## src/rtl/gsa_pkg.sv

```systemverilog
// Shared operation and status codes for the generational slot allocator.
`default_nettype none

package gsa_pkg;

	// operation codes carried in func
	typedef enum logic [2:0] {
		FUNC_ALLOC    = 3'd0,
		FUNC_FREE     = 3'd1,
		FUNC_VALIDATE = 3'd2,
		FUNC_READ_GEN = 3'd3,
		FUNC_CLEAR    = 3'd4
	} func_t;

	// result status codes
	typedef enum logic [1:0] {
		STAT_OK    = 2'd0,
		STAT_FULL  = 2'd1,
		STAT_STALE = 2'd2
	} status_t;

	localparam int KIND_BITS = 8;

endpackage

`default_nettype wire

```

## src/rtl/generational_slot_allocator.sv

```systemverilog
// Top level of the generational slot allocator: handle table with used bits and generation memory.
`default_nettype none

// At acceptance the slot's generation and kind are read from a synchronous memory
// (the lowest free slot, found by a priority encoder over the used bits, for
// allocate); the word then waits in stage 1 until the output register is free or
// not stalled, and there it is checked, the slot state is updated (on allocate the
// memory word is written back) and the result is loaded into the output register.
// A new word is not taken while stage 1 holds one; a result waiting on a stalled
// output does not block the next acceptance, only the completion of the one after.
// Used bits and generation-valid bits sit in flops, so reset and clear take effect
// at once with no clearing pass.
module generational_slot_allocator
	import gsa_pkg::*;
#(
	parameter int SLOTS    = 64,
	parameter int GEN_BITS = 16
) (
	input  wire logic                         clk,
	input  wire logic                         arst_n,
	input  wire logic                         req_valid,
	output      logic                         req_stall,
	input  wire logic [2:0]                   func,
	input  wire logic [$clog2(SLOTS)-1:0]     slot_index,
	input  wire logic [GEN_BITS-1:0]          handle_generation,
	input  wire logic [KIND_BITS-1:0]         kind_tag,
	output      logic                         rsp_valid,
	input  wire logic                         rsp_stall,
	output      logic [1:0]                   status,
	output      logic [$clog2(SLOTS)-1:0]     result_index,
	output      logic [GEN_BITS-1:0]          result_generation,
	output      logic [KIND_BITS-1:0]         stored_kind,
	output      logic [$clog2(SLOTS+1)-1:0]   live_count,
	output      logic [$clog2(SLOTS+1)-1:0]   high_water
);

	localparam int IW = $clog2(SLOTS);
	localparam int CW = $clog2(SLOTS + 1);
	localparam int MW = GEN_BITS + KIND_BITS;

	// slot state kept in flops
	logic [SLOTS-1:0] used_q;
	logic [SLOTS-1:0] gen_ok_q;
	logic [CW-1:0]    count_q;
	logic [CW-1:0]    high_q;

	// generation and kind memory
	logic [MW-1:0] mem [SLOTS];
	logic [MW-1:0] rd_q;

	// stage 1: accepted word
	logic            valid_s1;
	logic [2:0]      func_s1;
	logic [IW-1:0]   idx_s1;
	logic            in_range_s1;
	logic            full_s1;
	logic [GEN_BITS-1:0]  hgen_s1;
	logic [KIND_BITS-1:0] kind_s1;

	// output register
	logic                 rsp_valid_q;
	logic [1:0]           status_q;
	logic [IW-1:0]        r_idx_q;
	logic [GEN_BITS-1:0]  r_gen_q;
	logic [KIND_BITS-1:0] r_kind_q;

	logic          accept;
	logic          complete;
	logic [IW-1:0] free_idx;
	logic          full;
	logic [IW-1:0] rd_addr;
	logic          in_range;

	// lowest free slot
	always_comb begin
		free_idx = '0;
		full     = 1'b1;
		for (int i = SLOTS - 1; i >= 0; i--) begin
			if (!used_q[i]) begin
				free_idx = IW'(i);
				full     = 1'b0;
			end
		end
	end

	assign accept    = req_valid && !req_stall;
	assign req_stall = valid_s1;
	assign complete  = valid_s1 && (!rsp_valid_q || !rsp_stall);
	assign in_range  = ({1'b0, slot_index} < (IW + 1)'(SLOTS));
	assign rd_addr   = (func == FUNC_ALLOC) ? free_idx : slot_index;

	// memory read at acceptance
	always_ff @(posedge clk) begin
		if (accept && ((func == FUNC_ALLOC) || in_range)) begin
			rd_q <= mem[rd_addr];
		end
	end

	// stage 1 payload
	always_ff @(posedge clk) begin
		if (accept) begin
			func_s1     <= func;
			idx_s1      <= rd_addr;
			in_range_s1 <= (func == FUNC_ALLOC) ? 1'b1 : in_range;
			full_s1     <= full;
			hgen_s1     <= handle_generation;
			kind_s1     <= kind_tag;
		end
	end

	always_ff @(posedge clk or negedge arst_n) begin
		if (!arst_n) begin
			valid_s1 <= 1'b0;
		end else if (accept) begin
			valid_s1 <= 1'b1;
		end else if (complete) begin
			valid_s1 <= 1'b0;
		end
	end

	// stage 1 evaluation
	logic [GEN_BITS-1:0]  cur_gen;
	logic [KIND_BITS-1:0] cur_kind;
	logic [GEN_BITS-1:0]  next_gen;
	logic                 live;
	logic                 do_alloc;
	logic                 do_free;
	logic                 do_clear;
	logic [CW-1:0]        idx_plus1;
	logic [1:0]           n_status;
	logic [IW-1:0]        n_idx;
	logic [GEN_BITS-1:0]  n_gen;
	logic [KIND_BITS-1:0] n_kind;

	always_comb begin
		cur_gen   = gen_ok_q[idx_s1] ? rd_q[GEN_BITS-1:0] : '0;
		cur_kind  = rd_q[MW-1:GEN_BITS];
		next_gen  = cur_gen + GEN_BITS'(1);
		live      = in_range_s1 && used_q[idx_s1] && (cur_gen == hgen_s1);
		idx_plus1 = CW'(idx_s1) + CW'(1);
		do_alloc  = (func_s1 == FUNC_ALLOC) && !full_s1;
		do_free   = (func_s1 == FUNC_FREE) && live;
		do_clear  = (func_s1 == FUNC_CLEAR);
		n_status  = STAT_OK;
		n_idx     = '0;
		n_gen     = '0;
		n_kind    = '0;
		unique case (func_s1)
			FUNC_ALLOC: begin
				if (full_s1) begin
					n_status = STAT_FULL;
				end else begin
					n_idx = idx_s1;
					n_gen = next_gen;
				end
			end
			FUNC_FREE: begin
				if (live) begin
					n_idx = idx_s1;
					n_gen = cur_gen;
				end else begin
					n_status = STAT_STALE;
				end
			end
			FUNC_VALIDATE: begin
				if (live) begin
					n_idx  = idx_s1;
					n_gen  = cur_gen;
					n_kind = cur_kind;
				end else begin
					n_status = STAT_STALE;
				end
			end
			FUNC_READ_GEN: begin
				if (in_range_s1) begin
					n_idx = idx_s1;
					n_gen = cur_gen;
				end else begin
					n_status = STAT_STALE;
				end
			end
			default: begin
				n_status = STAT_OK;
			end
		endcase
	end

	// write back on allocate
	always_ff @(posedge clk) begin
		if (complete && do_alloc) begin
			mem[idx_s1] <= {kind_s1, next_gen};
		end
	end

	// flop state update
	always_ff @(posedge clk or negedge arst_n) begin
		if (!arst_n) begin
			used_q   <= '0;
			gen_ok_q <= '0;
			count_q  <= '0;
			high_q   <= '0;
		end else if (complete) begin
			if (do_clear) begin
				used_q   <= '0;
				gen_ok_q <= '0;
				count_q  <= '0;
				high_q   <= '0;
			end else if (do_alloc) begin
				used_q[idx_s1]   <= 1'b1;
				gen_ok_q[idx_s1] <= 1'b1;
				count_q          <= count_q + CW'(1);
				if (idx_plus1 > high_q) begin
					high_q <= idx_plus1;
				end
			end else if (do_free) begin
				used_q[idx_s1] <= 1'b0;
				if (count_q != '0) begin
					count_q <= count_q - CW'(1);
				end
			end
		end
	end

	// output register
	always_ff @(posedge clk) begin
		if (complete) begin
			status_q <= n_status;
			r_idx_q  <= n_idx;
			r_gen_q  <= n_gen;
			r_kind_q <= n_kind;
		end
	end

	always_ff @(posedge clk or negedge arst_n) begin
		if (!arst_n) begin
			rsp_valid_q <= 1'b0;
		end else if (complete) begin
			rsp_valid_q <= 1'b1;
		end else if (!rsp_stall) begin
			rsp_valid_q <= 1'b0;
		end
	end

	// counts shown with the result are the ones after its operation
	logic [CW-1:0] count_out_q;
	logic [CW-1:0] high_out_q;

	always_ff @(posedge clk) begin
		if (complete) begin
			if (do_clear) begin
				count_out_q <= '0;
				high_out_q  <= '0;
			end else if (do_alloc) begin
				count_out_q <= count_q + CW'(1);
				high_out_q  <= (idx_plus1 > high_q) ? idx_plus1 : high_q;
			end else if (do_free && (count_q != '0)) begin
				count_out_q <= count_q - CW'(1);
				high_out_q  <= high_q;
			end else begin
				count_out_q <= count_q;
				high_out_q  <= high_q;
			end
		end
	end

	assign rsp_valid         = rsp_valid_q;
	assign status            = status_q;
	assign result_index      = r_idx_q;
	assign result_generation = r_gen_q;
	assign stored_kind       = r_kind_q;
	assign live_count        = count_out_q;
	assign high_water        = high_out_q;

endmodule

`default_nettype wire

```

## config.mk

```make
export PLATFORM = sky130hd
export DESIGN_NAME = generational_slot_allocator
export DESIGN_NICKNAME = d
export VERILOG_FILES = /design/src/rtl/gsa_pkg.sv /design/src/rtl/generational_slot_allocator.sv
export SDC_FILE = /design/constraint.sdc
export NUM_CORES = 2
export LEC_CHECK = 0
export ABC_AREA = 1
export BUFFER_PORTS_ARGS = -buffer_cell sky130_fd_sc_hd__buf_2
export CORE_MARGIN = 1
export CORE_UTILIZATION = 55
export DETAILED_ROUTE_END_ITERATION = 10
export MAX_ROUTING_LAYER = met4
export PLACE_DENSITY = 0.71
export SETUP_SLACK_MARGIN = 0.05
export SYNTH_ARGS = -nofsm -noshare
export SYNTH_HDL_FRONTEND = slang
export SYNTH_SLANG_ARGS = --single-unit
```

## constraint.sdc

```tcl
create_clock -name clk -period 6.7 [get_ports clk]
set_input_delay 1.34 -clock clk [delete_from_list [all_inputs] [get_ports clk]]
set_output_delay 1.34 -clock clk [all_outputs]
set_load 0.01 [all_outputs]
```

==> results.json <==
{
  "worst-endpoint-required_ns": 7.17,
  "worst-r2r-setup-slack_ns": 0.38,
  "synth-main-ff-cell": "edfxtp_1",
  "vias": 58900,
  "timing.final.max_slew_violations": 0,
  "setup_tns_ns": 0,
  "fmaxAchievable_ghz": 0.158,
  "hpwl_mm": 139,
  "clk_pin_slew_worst_paths_ns": 0.06,
  "drcViolationCount": 0,
  "ys_seq_area_share_pct": 65.8,
  "post_synth_num_cell_types": 43,
  "ctsLongestPathBuffers": 3,
  "leakage_nw": 36.3,
  "numPlacedInstances": 9423,
  "syn_nets": 7689,
  "synthDominantAreaCellType": "edfxtp_1",
  "global_route_wire_length_before_repair_mm": 357,
  "placed_cell_area_um2": 84400,
  "die_h_um": 384,
  "post_synth_inst_count": 7640,
  "internal_power_mw": 19.8,
  "power.net_switching_mw": 7.90,
  "coreArea_um2": 144000,
  "numPortBuffers": 84,
  "maximum_vdd_drop_uv": 248,
  "fin_crit_sh_pct": 94.4,
  "top_level_ports": 85,
  "placement_rows": 139,
  "worst-slew-pin-transition_ns": 1.29,
  "cts.sink_count": 1784,
  "detailedRoute.firstPassIterationCount": 6,
  "grt_antenna_before_repair": 11,
  "detailedRoute.firstIterationViolations": 8609,
  "hold_viol_final": 0,
  "tritoncts": "built",
  "die_width_um": 384,
  "synth_seq_cells": 1784,
  "critPathArrivalTime_ns": 6.79,
  "grt_start_max_net_pins": 142,
  "ys_top_cells_by_area": "edfxtp_1 (61%), nand3_1 (10%), nand2_1 (6.2%), inv_1 (5.4%), nand3b_1 (4.5%)",
  "timing.critical_path.to_type": "flop",
  "max-slew-margin-rel_pct": 13.5,
  "synth.top_cell.area_share_pct": 61.3,
  "p_sw_share_pct": 28.5,
  "maxCapViolations": 0,
  "fin_crit_ns": 6.32,
  "cts_inserted_buffers": 179,
  "syn_area_per_cell_um2": 10.5,
  "grt_setup_unrepaired": "yes",
  "fin_cells": 9774,
  "yosysWarnings": 0,
  "timing.critical_path.fanout_max": 16,
  "worst_hold_path_type": "reg2reg",
  "layout.core_utilization_pct": 62.9,
  "overflow": 0,
  "via_per_inst": 6.03,
  "combinationalPowerShare_pct": 16.4,
  "ys_async_sr_fraction_pct": 8.07,
  "postLayoutCellArea_um2": 90800,
  "first_global_vias": 55300,
  "clockRootBuffer": "clkbuf_16",
  "initial_core_util_pct": 55.7,
  "dieArea_um2": 148000,
  "ratio_of_total_power_to_cell_area_nw_per_um2": 305,
  "setup_viol": 0,
  "run_status": "complete, no violations",
  "clock_share_of_power_pct": 34.9,
  "syn_to_final_growth_pct": 12.9,
  "clk_latency_ns": 0.83,
  "routabilityCongestion": 0.992,
  "drt_wl_total_mm": 248,
  "final.setup_skew_ns": 0.0405,
  "fin_nets": 7771,
  "critical_path_class": "reg2reg",
  "relative_contribution_of_sequential_cells_to_total_power_pct": 48.7,
  "grt_use_total_pct": 33.9,
  "setup.worst_path.start_class": "flop",
  "route.antenna.remaining_nets": 0,
  "post_route_cells_drive_above_1_share_pct": 10.3,
  "yosys.cell_count.top_type": "edfxtp_1",
  "routed_wire_length_per_instance_um": 25.3,
  "syn_area_um2": 80400,
  "cts_max_level": 4,
  "worst_case_hold_slack_ns": 0.497,
  "synth_commonest_cells": "edfxtp_1 (1640), nand3_1 (1609), nand2_1 (1330)",
  "count_of_flip_flops_with_a_built_in_enable_after_synthesis": 1640
}
## path summary, 6_finish.rpt
| path | start | to | cells after the start |
|---|---|---|---|
| max in group asynchronous | arst_n | used_q[54] | 2 |
| worst max-delay path | idx_s1[0] | result_generation[8] | 22 |
| worst min register to register | gen_ok_q[32] | gen_ok_q[32] | 2 |
| worst min-delay path | gen_ok_q[32] | gen_ok_q[32] | 2 |
| worst max register to register | idx_s1[0] | result_generation[8] | 22 |
| min in group asynchronous | arst_n | used_q[58] | 1 |
## cell families (layout without fill, tap and decap cells)
family | count (synthesis) | count (layout) | share of synthesized area, %
other cells | 0 | 4 | 0
buf+inv | 1640 | 1867 | 8.14
compound gates | 387 | 387 | 2.68
fa+ha+maj | 12 | 12 | 0.187
simple gates | 3752 | 3752 | 22.4
flops | 1784 | 1784 | 65.8
xor+xnor | 19 | 19 | 0.207
mux | 46 | 46 | 0.644
## timing repair
action,4_1_cts,5_1_grt
setup endpoints to repair,0,24
hold buffers,0,0
resized for setup,0,79
setup buffers,0,9
## critical path, stage by stage (launching register included)
cell	delay (ns)
edfxtp_1	0.61
inv_1	0.23
nor3_1	1.02
buf_4	0.31
inv_1	0.20
o221ai_1	0.22
nor2_1	0.07
o221ai_1	0.10
a221oi_1	0.21
nand2_1	0.13
inv_1	0.21
nor2_1	0.32
buf_4	0.19
inv_2	0.05
nor2_1	0.08
inv_1	0.06
o21ai_0	0.12
nor4_1	0.11
nand4_1	0.20
nor2_1	0.07
buf_4	0.16
nor3_2	0.96
o22ai_1	0.31
## flip-flops by register name, indices dropped and copies added, names as in the netlist
| name | flops |
|---|---|
| full_s1 | 1 |
| high_q | 7 |
| rsp_valid | 1 |
| result_index | 6 |
| used_q | 64 |
| hgen_s1 | 16 |
| live_count | 7 |
| req_stall | 1 |
| kind_s1 | 8 |
| high_water | 7 |
| rd_q | 24 |
| stored_kind | 8 |
| gen_ok_q | 64 |
| status | 2 |
| func_s1 | 3 |
| result_generation | 16 |
| mem | 1536 |
| idx_s1 | 6 |
| count_q | 7 |
## layout by cell type, fill, tap and decap left out, types with 5 or more instances in the layout
cell type / instances
edfxtp_1: 1640
xor2_1: 13
clkbuf_1: 42
dfrtp_1: 144
nand2_1: 1327
bufinv_16: 9
buf_16: 15
nand3_2: 23
nand3_4: 12
buf_12: 62
buf_6: 5
o21ai_0: 129
o22ai_1: 55
o211ai_1: 5
o221ai_1: 5
buf_2: 83
clkinv_1: 47
a221oi_1: 5
clkbuf_16: 196
inv_2: 16
a31oi_1: 5
nand3b_1: 481
nor2_2: 63
nor2_4: 5
nand4_1: 10
mux2_2: 46
nor4_1: 8
nor2_1: 218
inv_1: 1138
a21oi_1: 154
o41ai_1: 9
nand3_1: 1574
nor3_1: 17
buf_4: 201
ha_1: 11
clkinv_2: 32
## final cells by class
cell class / count / area [um2]
fillers: 11100 / 53600
flip-flops and latches: 1784 / 52900
multi-input cells: 4216 / 21600
clock buffers: 228 / 4790
inverters: 1162 / 4390
repair buffers: 379 / 3950
well taps: 1903 / 2380
clock inverters: 98 / 772
diodes: 4 / 10.0
## per-stage QoR
stage | power (mW) | worst slack (ns)
after floorplan | 15.9 | 0.787
after global placement | 17.9 | -0.0664
after detailed placement | 18.0 | 0.150
after CTS | 27.5 | 0.0625
after global routing | 28.4 | 0.000760
final | 27.7 | 0.378
## power groups by stage
stage               Clock [mW]  Sequential, mW  Combinational, mW
floorplan                    0            13.7               2.22
global placement             0            13.7               4.26
detailed placement           0            13.7               4.32
CTS                       9.70            13.5               4.34
global route              10.1            13.5               4.79
finish                    9.65            13.5               4.54
## routing by layer
| layer | routed length [um] | GRT usage (%) |
|---|---|---|
| met2 | 113000 | 50.8 |
| met1 | 93800 | 44.9 |
| met3 | 28000 | 6.25 |
| met4 | 12800 | 15.9 |
| met5 | 0 | - |
No activity file was read; power rests on OpenSTA's default activity.
